===== src/rtl/gpe_pkg.sv =====
// shared types and constants for the gga position extractor
// no dependencies; imported by the parser, the scaler and the top level
`default_nettype none

package gpe_pkg;

    localparam int unsigned VALUE_W = 34;

    // largest value a converted field may take
    localparam logic [VALUE_W-1:0] SAT_MAX = 34'd9999999999;

    localparam logic [7:0] CH_DOLLAR = 8'h24;
    localparam logic [7:0] CH_COMMA  = 8'h2C;
    localparam logic [7:0] CH_POINT  = 8'h2E;
    localparam logic [7:0] CH_ZERO   = 8'h30;
    localparam logic [7:0] CH_NINE   = 8'h39;
    localparam logic [7:0] CH_G      = 8'h47;
    localparam logic [7:0] CH_P      = 8'h50;
    localparam logic [7:0] CH_A      = 8'h41;

    typedef logic [VALUE_W-1:0] value_t;
    typedef logic [2:0]         scale_t;

    // raw field values and the number of decimal places still owed to each
    typedef struct packed {
        value_t lat_raw;
        scale_t lat_scale;
        value_t lon_raw;
        scale_t lon_scale;
    } fix_t;

endpackage

`default_nettype wire


===== src/rtl/gga_position_extractor.sv =====
// the comma ending longitude loads the parser result stage, which feeds the output register
// throughput: one byte beat per cycle while rx_stall is low; the parser state register updates
// once per beat and the output register frees the parser result stage each cycle it is not stalled
// reset: asynchronous, active low; parser returns to hunting for a dollar sign, no result held
// top level: parser followed by the scaling stage and output register
// depends on gpe_pkg, gpe_parser, gpe_scaler
`default_nettype none

module gga_position_extractor #(
    parameter int FRAC_DIGITS = 5,
    parameter int FIELD_CHARS = 15
) (
    input  wire logic          clk,
    input  wire logic          rst_n,
    input  wire logic          rx_valid,
    output logic               rx_stall,
    input  wire logic [7:0]    rx_byte,
    output logic               pos_valid,
    input  wire logic          pos_stall,
    output gpe_pkg::value_t    latitude_fixed,
    output gpe_pkg::value_t    longitude_fixed
);
    import gpe_pkg::*;

    logic res_valid;
    logic res_ready;
    fix_t res;

    gpe_parser #(
        .FRAC_DIGITS (FRAC_DIGITS),
        .FIELD_CHARS (FIELD_CHARS)
    ) u_parser (
        .clk       (clk),
        .rst_n     (rst_n),
        .rx_valid  (rx_valid),
        .rx_stall  (rx_stall),
        .rx_byte   (rx_byte),
        .res_valid (res_valid),
        .res_ready (res_ready),
        .res       (res)
    );

    gpe_scaler u_scaler (
        .clk             (clk),
        .rst_n           (rst_n),
        .res_valid       (res_valid),
        .res_ready       (res_ready),
        .res             (res),
        .pos_valid       (pos_valid),
        .pos_stall       (pos_stall),
        .latitude_fixed  (latitude_fixed),
        .longitude_fixed (longitude_fixed)
    );

endmodule

`default_nettype wire


===== src/rtl/gpe_parser.sv =====
// sentence parser: header check, field walk and per-character digit accumulation
// depends on gpe_pkg; hands one fix_t per sentence to the scaler
`default_nettype none

module gpe_parser #(
    parameter int FRAC_DIGITS = 5,
    parameter int FIELD_CHARS = 15
) (
    input  wire logic         clk,
    input  wire logic         rst_n,
    input  wire logic         rx_valid,
    output logic              rx_stall,
    input  wire logic [7:0]   rx_byte,
    output logic              res_valid,
    input  wire logic         res_ready,
    output gpe_pkg::fix_t     res
);
    import gpe_pkg::*;

    typedef enum logic [2:0] {
        PH_HUNT,
        PH_HEADER,
        PH_TIME,
        PH_LAT,
        PH_NS,
        PH_LON
    } phase_t;

    localparam scale_t     FRAC_MAX  = scale_t'(FRAC_DIGITS);
    localparam logic [3:0] CHARS_MAX = 4'(FIELD_CHARS);

    phase_t     phase_reg, phase_next;
    logic [2:0] hdr_pos_reg, hdr_pos_next;
    logic       hdr_match_reg, hdr_match_next;
    value_t     lat_reg, lat_next;
    value_t     lon_reg, lon_next;
    scale_t     lat_scale_reg, lat_scale_next;
    logic [3:0] cnt_reg, cnt_next;
    scale_t     frac_reg, frac_next;
    logic       point_reg, point_next;
    logic       stop_reg, stop_next;
    logic       res_valid_reg, res_valid_next;
    fix_t       res_reg, res_next;

    logic       accept;
    logic       is_digit;
    logic [7:0] tag_char;
    value_t     cur_acc;
    logic [37:0] mac_wide;
    value_t     mac_val;

    // one field character step
    value_t     step_acc;
    logic [3:0] step_cnt;
    scale_t     step_frac;
    logic       step_point;
    logic       step_stop;

    assign rx_stall  = res_valid_reg && !res_ready;
    assign accept    = rx_valid && !rx_stall;
    assign res_valid = res_valid_reg;
    assign res       = res_reg;

    assign is_digit = (rx_byte >= CH_ZERO) && (rx_byte <= CH_NINE);
    assign cur_acc  = (phase_reg == PH_LAT) ? lat_reg : lon_reg;

    // acc * 10 + digit, saturated
    assign mac_wide = (38'(cur_acc) << 3) + (38'(cur_acc) << 1) + 38'(rx_byte[3:0]);
    assign mac_val  = (mac_wide > 38'(SAT_MAX)) ? SAT_MAX : mac_wide[VALUE_W-1:0];

    always_comb
    begin
        unique case (hdr_pos_reg)
            3'd0:    tag_char = CH_G;
            3'd1:    tag_char = CH_P;
            3'd2:    tag_char = CH_G;
            3'd3:    tag_char = CH_G;
            3'd4:    tag_char = CH_A;
            default: tag_char = rx_byte;
        endcase
    end

    always_comb
    begin
        step_acc   = cur_acc;
        step_cnt   = cnt_reg;
        step_frac  = frac_reg;
        step_point = point_reg;
        step_stop  = stop_reg;
        if (cnt_reg < CHARS_MAX)
        begin
            step_cnt = cnt_reg + 4'd1;
            if (!stop_reg)
            begin
                if (is_digit)
                begin
                    if (!point_reg)
                    begin
                        step_acc = mac_val;
                    end
                    else if (frac_reg < FRAC_MAX)
                    begin
                        step_acc  = mac_val;
                        step_frac = frac_reg + scale_t'(1);
                    end
                end
                else if (rx_byte == CH_POINT && !point_reg)
                begin
                    step_point = 1'b1;
                end
                else
                begin
                    step_stop = 1'b1;
                end
            end
        end
    end

    always_comb
    begin
        phase_next     = phase_reg;
        hdr_pos_next   = hdr_pos_reg;
        hdr_match_next = hdr_match_reg;
        lat_next       = lat_reg;
        lon_next       = lon_reg;
        lat_scale_next = lat_scale_reg;
        cnt_next       = cnt_reg;
        frac_next      = frac_reg;
        point_next     = point_reg;
        stop_next      = stop_reg;
        res_valid_next = res_valid_reg && !res_ready;
        res_next       = res_reg;

        if (accept)
        begin
            if (rx_byte == CH_DOLLAR)
            begin
                phase_next     = PH_HEADER;
                hdr_pos_next   = 3'd0;
                hdr_match_next = 1'b1;
                lat_next       = '0;
                lon_next       = '0;
                cnt_next       = '0;
                frac_next      = '0;
                point_next     = 1'b0;
                stop_next      = 1'b0;
            end
            else
            begin
                unique case (phase_reg)
                    PH_HEADER:
                    begin
                        if (hdr_pos_reg == 3'd5)
                        begin
                            hdr_pos_next   = 3'd0;
                            hdr_match_next = 1'b1;
                            phase_next     = hdr_match_reg ? PH_TIME : PH_HUNT;
                        end
                        else
                        begin
                            hdr_pos_next = hdr_pos_reg + 3'd1;
                            if (rx_byte != tag_char)
                            begin
                                hdr_match_next = 1'b0;
                            end
                        end
                    end
                    PH_TIME:
                    begin
                        if (rx_byte == CH_COMMA)
                        begin
                            lat_next   = '0;
                            cnt_next   = '0;
                            frac_next  = '0;
                            point_next = 1'b0;
                            stop_next  = 1'b0;
                            phase_next = PH_LAT;
                        end
                    end
                    PH_LAT:
                    begin
                        if (rx_byte == CH_COMMA)
                        begin
                            lat_scale_next = FRAC_MAX - frac_reg;
                            cnt_next       = '0;
                            frac_next      = '0;
                            point_next     = 1'b0;
                            stop_next      = 1'b0;
                            phase_next     = PH_NS;
                        end
                        else
                        begin
                            lat_next   = step_acc;
                            cnt_next   = step_cnt;
                            frac_next  = step_frac;
                            point_next = step_point;
                            stop_next  = step_stop;
                        end
                    end
                    PH_NS:
                    begin
                        if (rx_byte == CH_COMMA)
                        begin
                            lon_next   = '0;
                            cnt_next   = '0;
                            frac_next  = '0;
                            point_next = 1'b0;
                            stop_next  = 1'b0;
                            phase_next = PH_LON;
                        end
                    end
                    PH_LON:
                    begin
                        if (rx_byte == CH_COMMA)
                        begin
                            res_valid_next     = 1'b1;
                            res_next.lat_raw   = lat_reg;
                            res_next.lat_scale = lat_scale_reg;
                            res_next.lon_raw   = lon_reg;
                            res_next.lon_scale = FRAC_MAX - frac_reg;
                            cnt_next           = '0;
                            frac_next          = '0;
                            point_next         = 1'b0;
                            stop_next          = 1'b0;
                            phase_next         = PH_HUNT;
                        end
                        else
                        begin
                            lon_next   = step_acc;
                            cnt_next   = step_cnt;
                            frac_next  = step_frac;
                            point_next = step_point;
                            stop_next  = step_stop;
                        end
                    end
                    default:
                    begin
                        phase_next = PH_HUNT;
                    end
                endcase
            end
        end
    end

    always_ff @(posedge clk or negedge rst_n)
    begin
        if (!rst_n)
        begin
            phase_reg     <= PH_HUNT;
            hdr_pos_reg   <= 3'd0;
            hdr_match_reg <= 1'b1;
            lat_reg       <= '0;
            lon_reg       <= '0;
            lat_scale_reg <= '0;
            cnt_reg       <= '0;
            frac_reg      <= '0;
            point_reg     <= 1'b0;
            stop_reg      <= 1'b0;
            res_valid_reg <= 1'b0;
            res_reg       <= '0;
        end
        else
        begin
            phase_reg     <= phase_next;
            hdr_pos_reg   <= hdr_pos_next;
            hdr_match_reg <= hdr_match_next;
            lat_reg       <= lat_next;
            lon_reg       <= lon_next;
            lat_scale_reg <= lat_scale_next;
            cnt_reg       <= cnt_next;
            frac_reg      <= frac_next;
            point_reg     <= point_next;
            stop_reg      <= stop_next;
            res_valid_reg <= res_valid_next;
            res_reg       <= res_next;
        end
    end

`ifndef ASSERT_OFF
    a_hdr_pos_idle: assert property (@(posedge clk) disable iff (!rst_n)
        phase_reg != PH_HEADER |-> hdr_pos_reg == 3'd0)
        else $error("header position left set outside header");

    a_frac_bound: assert property (@(posedge clk) disable iff (!rst_n)
        frac_reg <= FRAC_MAX && cnt_reg <= CHARS_MAX)
        else $error("field counters past their limits");

    a_res_source: assert property (@(posedge clk) disable iff (!rst_n)
        $rose(res_valid_reg) |-> $past(accept && phase_reg == PH_LON && rx_byte == CH_COMMA))
        else $error("result raised without a closing comma");

    a_res_scale: assert property (@(posedge clk) disable iff (!rst_n)
        res_valid_reg |-> res_reg.lat_scale <= FRAC_MAX && res_reg.lon_scale <= FRAC_MAX)
        else $error("scale beyond fraction digits");
`endif

endmodule

`default_nettype wire


===== src/rtl/gpe_scaler.sv =====
// final scaling: multiplies each raw field by the missing power of ten, saturating
// depends on gpe_pkg; takes fix_t from the parser and holds the output register
`default_nettype none

module gpe_scaler (
    input  wire logic          clk,
    input  wire logic          rst_n,
    input  wire logic          res_valid,
    output logic               res_ready,
    input  wire gpe_pkg::fix_t res,
    output logic               pos_valid,
    input  wire logic          pos_stall,
    output gpe_pkg::value_t    latitude_fixed,
    output gpe_pkg::value_t    longitude_fixed
);
    import gpe_pkg::*;

    localparam value_t POW10 [8] = '{
        34'd1, 34'd10, 34'd100, 34'd1000,
        34'd10000, 34'd100000, 34'd1000000, 34'd10000000
    };

    // largest raw value whose scaled form still fits below saturation
    localparam value_t LIMIT [8] = '{
        34'd9999999999, 34'd999999999, 34'd99999999, 34'd9999999,
        34'd999999, 34'd99999, 34'd9999, 34'd999
    };

    logic   valid_reg, valid_next;
    value_t lat_reg, lat_next;
    value_t lon_reg, lon_next;
    value_t lat_scaled;
    value_t lon_scaled;

    // product only needs 34 bits when the raw value is within the limit
    assign lat_scaled = (res.lat_raw > LIMIT[res.lat_scale]) ? SAT_MAX
                        : value_t'(res.lat_raw * POW10[res.lat_scale]);
    assign lon_scaled = (res.lon_raw > LIMIT[res.lon_scale]) ? SAT_MAX
                        : value_t'(res.lon_raw * POW10[res.lon_scale]);

    assign res_ready       = !valid_reg || !pos_stall;
    assign pos_valid       = valid_reg;
    assign latitude_fixed  = lat_reg;
    assign longitude_fixed = lon_reg;

    always_comb
    begin
        valid_next = valid_reg && pos_stall;
        lat_next   = lat_reg;
        lon_next   = lon_reg;
        if (res_valid && res_ready)
        begin
            valid_next = 1'b1;
            lat_next   = lat_scaled;
            lon_next   = lon_scaled;
        end
    end

    always_ff @(posedge clk or negedge rst_n)
    begin
        if (!rst_n)
        begin
            valid_reg <= 1'b0;
        end
        else
        begin
            valid_reg <= valid_next;
        end
    end

    always_ff @(posedge clk)
    begin
        lat_reg <= lat_next;
        lon_reg <= lon_next;
    end

`ifndef ASSERT_OFF
    a_out_range: assert property (@(posedge clk) disable iff (!rst_n)
        valid_reg |-> lat_reg <= SAT_MAX && lon_reg <= SAT_MAX)
        else $error("output beyond saturation limit");

    a_take_lands: assert property (@(posedge clk) disable iff (!rst_n)
        res_valid && res_ready |=> valid_reg)
        else $error("taken beat did not reach the output register");

    a_no_drop: assert property (@(posedge clk) disable iff (!rst_n)
        valid_reg && pos_stall |-> !res_ready)
        else $error("upstream taken while output is stalled");
`endif

endmodule

`default_nettype wire

===== config.mk =====
export PLATFORM = sky130hd
export DESIGN_NAME = gga_position_extractor
export DESIGN_NICKNAME = d
export VERILOG_FILES = /design/src/rtl/gpe_pkg.sv /design/src/rtl/gga_position_extractor.sv /design/src/rtl/gpe_parser.sv /design/src/rtl/gpe_scaler.sv
export SDC_FILE = /design/constraint.sdc
export NUM_CORES = 2
export LEC_CHECK = 0
export ABC_AREA = 1
export BUFFER_PORTS_ARGS = -buffer_cell sky130_fd_sc_hd__buf_2
export CAP_MARGIN = 5
export CORE_MARGIN = 2
export CORE_UTILIZATION = 67
export CTS_CLUSTER_DIAMETER = 200
export DETAILED_ROUTE_END_ITERATION = 7
export GPL_ROUTABILITY_DRIVEN = 0
export GPL_TIMING_DRIVEN = 1
export PLACE_DENSITY_LB_ADDON = 0.25
export RECOVER_POWER = 50
export SLEW_MARGIN = 0
export SYNTH_ARGS = -nofsm -noshare
export SYNTH_HDL_FRONTEND = slang
export SYNTH_SLANG_ARGS = --single-unit

===== constraint.sdc =====
create_clock -name clk -period 13.1 [get_ports clk]
set_clock_uncertainty 0.1 [all_clocks]
set_input_delay 0.655 -clock clk [delete_from_list [all_inputs] [get_ports clk]]
set_output_delay 0.655 -clock clk [all_outputs]
set_load 0.01 [all_outputs]

# Word level (Yosys, flattened, before mapping)
# Memories as Yosys holds them, arrays and structs flattened.
# Index checks and enable logic that the tools add are counted.
word_totals:
  regBits: 231
  latch_bits: 0
  mem_bits_rw: 0
  mem_bits_ro: 1088
  inputBits: 12
  output_inout_bits: 70
  word_cells: 172
  n_memories: 4
classes:
  add_sub_neg: 6
  mul: 2
  n_div: 0
  n_lt_le_gt_ge: 9
  n_eq_ne: 29
  shift: 0
  n_mux: 70
  bitwise_logic: 3
  reduce_logical: 31
mem_list:
  columns: ["memory", "depth", "word_bits", "read_ports", "rd_clocked_by_memory_dff", "wr", "line_no", "rtl"]
  rows:
  - ["(name not given)", 8, 34, 1, 0, 0, "gpe_scaler.sv:39", ": value_t'(res.lon_raw * POW10[res.lon_scale]);"]
  - ["(name not given)", 8, 34, 1, 0, 0, "gpe_scaler.sv:36", "assign lat_scaled = (res.lat_raw > LIMIT[res.lat_scale]) ? SAT_MAX"]
  - ["(name not given)", 8, 34, 1, 0, 0, "gpe_scaler.sv:37", ": value_t'(res.lat_raw * POW10[res.lat_scale]);"]
  - ["(name not given)", 8, 34, 1, 0, 0, "gpe_scaler.sv:38", "assign lon_scaled = (res.lon_raw > LIMIT[res.lon_scale]) ? SAT_MAX"]
op_table:
  columns: ["op", "n"]
  rows:
  - ["34-bit 2-to-1 mux", 19]
  - ["34-bit one-hot mux with 2 select lines", 2]
  - ["34-bit greater-than comparator", 2]
  - ["34-bit by 34-bit multiplier with 34-bit output", 2]
  - ["3-bit 2-to-1 mux", 16]
  - ["37-bit by 35-bit adder with 38-bit output", 1]
  - ["38-bit by 4-bit adder with 38-bit output", 1]
  - ["38-bit by 34-bit greater-than comparator with 1-bit output, second input constant", 1]
  - ["8-bit by 6-bit equality test with 1-bit output, second input constant", 3]
  - ["8-bit one-hot mux with 3 select lines", 1]
  - ["1-bit 2-to-1 mux", 22]
  - ["4-bit by 1-bit inequality test with 1-bit output, second input constant", 5]
  - ["4-bit AND reduction", 5]
  - ["4-bit 2-to-1 mux", 4]
  - ["3-bit by 1-bit inequality test with 1-bit output, second input constant", 5]
  - ["3-bit one-hot mux with 5 select lines", 1]
  - ["3-bit by 2-bit equality test with 1-bit output, second input constant", 4]
  - ["3-bit equality test, second input constant", 4]
  - ["3-bit nonzero test", 4]
  - ["4-bit greater-or-equal comparator, second input constant", 2]
  - ["8-bit by 6-bit greater-or-equal comparator with 1-bit output, second input constant", 1]
  - ["8-bit by 6-bit less-or-equal comparator with 1-bit output, second input constant", 1]
  - ["4-bit inequality test, second input constant", 2]
  - ["8-bit inequality test", 1]
  - ["26 further kinds", 41]

# Longest topological paths before layout
logic_depth:
  depth_word: 14
  ltp_mapped: 39
  ltp_nobuf: 38

# By module
# From an unflattened synthesis, not the netlist that was laid out.
hier_totals:
  cells_unflattened: 6010
  area_unflattened_um2: 46913.7
by_module_without_submodules:
  columns: ["mod", "n_inst", "cells_per_inst", "area_per_inst_um2"]
  rows:
  - ["gpe_scaler", 1, 4464, 35995.8]
  - ["gpe_parser", 1, 1546, 10918.0]

# Worst setup path before layout
# OpenSTA, ideal clock, no wires.
synth_timing:
  kind: "register to register"
  start: "register u_parser.res_reg (netlist bit u_parser.res[1])"
  end: "register u_scaler.lon_reg[31], in the netlist u_scaler.longitude_fixed[31], data pin"
  setup_ns: 0.250
  t_arrival_ns: 7.523
  t_required_ns: 12.750
  slack_ns: 5.227
  path_stages_with_launch: 38
  n_path_buf: 3
  synth_period_minus_slack_ns: 7.873
  cell_sequence: "dfrtp_1 ha_1 or2_2 clkbuf_1 clkbuf_1 inv_1 clkbuf_1 nor2_1 fa_1 fa_1 fa_1 inv_1 fa_1 inv_1 fa_1 inv_1 fa_1 inv_1 [... 2 more ...] fa_1 inv_1 ha_1 nand2_1 inv_1 nand3_1 nor3_1 nand4_1 nand3_1 nand2_1 nand3_1 nand2_1 nand3_1 inv_1 o21ai_0 xor2_1 nand2_1 inv_1"
synth_via:
  elab_chain_cells: 5
  word_cells_on_any_way: 9
  cone_classes: "mul (1); order compare (1); mux (4); bitwise (1); memory (2)"
synth_rtl:
  columns: ["item", "line_no", "rtl"]
  rows:
  - ["from (decl)", "gpe_parser.sv:43", "fix_t res_reg, res_next;"]
  - ["from (signal assigned)", "gpe_parser.sv:275", "res_reg <= res_next;"]
  - ["3-bit NOT with 4-bit output (not written as such) (*)", "gpe_scaler.sv:38, gpe_scaler.sv:39", null]
  - ["memory read 8 x 34 bit (on tied branches)", null, null]
  - ["34-bit 2-to-1 mux (on tied branches) (2 in a row)", "gpe_scaler.sv:39, gpe_scaler.sv:38", null]
  - ["34-bit by 34-bit multiplier with 34-bit output or 34-bit greater-than comparator (tied branches)", "gpe_scaler.sv:39, gpe_scaler.sv:38", null]
  - ["to (signal assigned)", "gpe_scaler.sv:74", "lon_reg <= lon_next;"]
  - ["to (decl)", "gpe_scaler.sv:31", "value_t lon_reg, lon_next;"]
# Every way passes the cells marked *; elsewhere a longest branch is shown, timed or not. The select of a mux whose other input is x is not followed.
# A chain may end at the register's enable or synchronous reset.

# Final worst setup path
layout_timing:
  start: "register u_parser.res_reg (netlist bit u_parser.res[0])"
  end: "register u_scaler.lon_reg[31], in the netlist u_scaler.longitude_fixed[31], data pin"
# Same word-level chain as after synthesis.

==> results by group <==
Floorplanning
  • DIE AREA: 70400 µm²
  • Initial core utilization: 67.9%
  • I/O pin count: 82
  • FP Rows: 95
  • Die X: 265 µm
  • Chip height: 265 µm
  • Core area: 67400 µm²

Synth
  • EDFF count, synth: 68
  • Syn_area_per_cell: 8.06 µm²
  • Flops & latches, synth: 231
  • Yosys warning count: 0
  • Synth top area cells: fa_1 (34%), ha_1 (14%), inv_1 (11%)
  • Main synth FF type: dfrtp_1
  • Post-Synthesis Cells: 5683
  • Synth Cell Area: 45800 µm²
  • Async S/R FF share, synth: 70.6%
  • Yosys top cell by area: fa_1
  • Seq/Total Area, Yosys: 13.4%
  • Unique cell type count in the Yosys netlist: 57
  • Syn nets: 6975
  • Share of the synthesized area in the top cell type: 33.8%

Finish
  • Final Core Density: 70.6%
  • FF/Latch Area: 6120 µm²
  • Most common cell after layout, fill and taps aside: inv_1
  • Commonest cells after routing, fill and taps aside: inv_1 (1382), nand2_1 (1058), fa_1 (772), nor2_1 (714), ha_1 (508)
  • Max reg flops: 74
  • FILL cells: 5315
  • Post-layout nets: 6941
  • Share of layout cells above drive strength 1: 3.42%
  • Finished Layout Cells: 6545
  • Area growth syn-to-layout: 3.98%
  • Area occupied by multi-input gates: 33700 µm²

Routing
  • Post-DR vias/cell: 5.72
  • Detail Route Antenna Nets: 0
  • Vias: 37400
  • Remaining routing DRC violations: 0
  • Drt initial violations: 3880
  • WL/cell: 19.7 µm
  • TritonRoute pass-1 iters: 8
  • Routed wire length: 129000 µm

Place
  • Post-Place Cells: 6492
  • Number of port buffers: 81
  • DPL Wire Length: 105000 µm
  • Post-place setup slack: 3.80 ns

Min path
  • Hold path depth: 3
  • Hold Startpoint: pos_stall
  • Worst Hold Class: input pin to flip-flop
  • Hold path endpoint: u_scaler.pos_valid

Clock tree
  • H-tree Lvls: 1
  • Reg clk slew, reported paths: 0.06 ns
  • CTS tree: built
  • Hold_buf cts: 0
  • TritonCTS buffer count: 28
  • CTS root buffer: clkbuf_16
  • Clock Sinks: 231
  • Clk Latency, worst-skew pair: 0.61 ns
  • # resized after CTS: 0
  • Clock Tree Buf Depth: 3
  • Postcts setup bufs: 0

Timing
  • Post-route setup TNS: 0 ns
  • Hold slack: 0.187 ns
  • Rel. slew slack: -201%
  • Final setup violation count: 0
  • RSZ-0062 raised after global routing: false
  • Minimum clock period: 9.59 ns
  • Tightest Pin Transition: 4.52 ns
  • Setup WS post-layout: 3.51 ns
  • Final hold viol count: 0
  • Period utilisation layout: 73.2%
  • Slew Limit Fails: 310
  • Max Fclk: 0.104 GHz

Power
  • Worst vdd ir: 0.000110 V
  • P per Cell Area: 38.8 nW/µm²
  • Leak pwr: 24.9 nW

Setup path
  • Worst Path Max Fanout: 28
  • Slowest CP cell: clkinv_1
  • Flop-to-flop setup slack: 3.51 ns
  • CP Launch Type: flip-flop
  • CP Capture Type: flip-flop
  • Worst reg-to-reg path cell count: 36
  • R2r startpoint: u_parser.res[0]
  • Critical register-to-register path endpoint: u_scaler.longitude_fixed[31]
  • Most numerous cell on the critical path: inv_1
  • Data required, critical path: 13.36 ns
  • Max incr delay on CP: 0.98 ns
  • WP data arrival: 9.85 ns
  • Critical setup path kind: flip-flop to flip-flop

Global routing
  • Vias in the first global route: 38600
  • Largest net degree at the start of global routing: 104
  • GR Util All Layers: 37.8%
  • Gr ovfl total: 0
  • First-pass GRT wire length: 206000 µm
  • Initial antenna violation count: 2

Run status
  • Status: finished with violations
  • Failing checks: capacitance limit, slew limit

Job
  • MaxCap Viol Count: 5
-- worst max-delay path by stage --
| stage | startpoint | endpoint | slack (ns) | cells past startpoint |
|---|---|---|---|---|
| 2_1_floorplan | u_parser.res[1] | u_scaler.longitude_fixed[31] | 5.23 | 37 |
| 3_3_place_gp | u_parser.res[0] | u_scaler.longitude_fixed[31] | 4.21 | 36 |
| 3_5_place_dp | u_parser.res[0] | u_scaler.longitude_fixed[31] | 3.80 | 36 |
| 4_1_cts | u_parser.res[0] | u_scaler.longitude_fixed[31] | 3.79 | 36 |
| 5_1_grt | u_parser.res[1] | u_scaler.longitude_fixed[31] | 3.13 | 36 |
| 6_report | u_parser.res[0] | u_scaler.longitude_fixed[31] | 3.51 | 36 |
-- kinds of logic (layout without fill, tap and decap cells) --
kind of cell | count (synthesis) | after routing | synth area share (%)
multiplexers | 37 | 37 | 0.910
buffers and inverters | 1569 | 1557 | 13.0
AO/OA/AOI/OAI | 354 | 354 | 4.23
flip-flops | 231 | 231 | 13.4
adder cells (fa/ha/maj) | 1280 | 1280 | 47.6
AND/OR/NAND/NOR | 2085 | 2085 | 18.4
other | 0 | 1 | 0
XOR/XNOR | 127 | 127 | 2.43
-- layer usage --
metal	vias up	track usage [%]	share of wire (%)
met2	2223	57.9	43
li1	16800	-	-
met1	17900	48.8	38
met4	2	18.3	6.1
met5	-	0	0.033
met3	533	12.3	13
-- cells in the mapped netlist, types with 22 or more instances --
cell type and instances:
a21oi_1 133, clkbuf_1 125, dfrtp_1 162, edfxtp_1 68, fa_1 772, ha_1 508, inv_1 1382, mux2_2 37
nand2_1 1058, nand3_1 167, nand4_1 22, nor2_1 715, nor3_1 28, o21ai_0 150, or2_2 45, xnor2_1 43
xor2_1 84
-- critical path, delay by kind of cell (launching register included) --
family,cells,cell delay [ns]
compound gates,1,0.20
fa+ha+maj,10,4.44
flops,1,0.46
simple gates,12,2.26
buf+inv,12,1.79
xor+xnor,1,0.10
-- metrics by stage --
stage               instance area, µm²  power (mW)
finish                           47600        1.85
floorplan                        45800       0.997
CTS                              47700        1.85
global placement                 46800        1.06
detailed placement               46800        1.07
global route                     47600        1.91
-- cell type report --
| class | count | share of cell area (%) |
|---|---|---|
| timing repair buffer | 99 | 0.925 |
| sequential | 231 | 12.9 |
| tap | 873 | 2.29 |
| clock buffer | 37 | 1.67 |
| multi-input combinational | 3883 | 70.8 |
| clock inverter | 15 | 0.326 |
| inverter | 1406 | 11.1 |
| antenna | 1 | 0.00526 |
-- report_power, final --
| part | switching, mW | internal, mW | total (mW) | leakage, nW |
|---|---|---|---|---|
| logic | 0.209 | 0.0677 | 0.277 | 21.7 |
| registers | 0.0185 | 0.764 | 0.783 | 2.74 |
| clock network | 0.338 | 0.451 | 0.789 | 0.450 |
No activity file was read; power rests on OpenSTA's default activity.
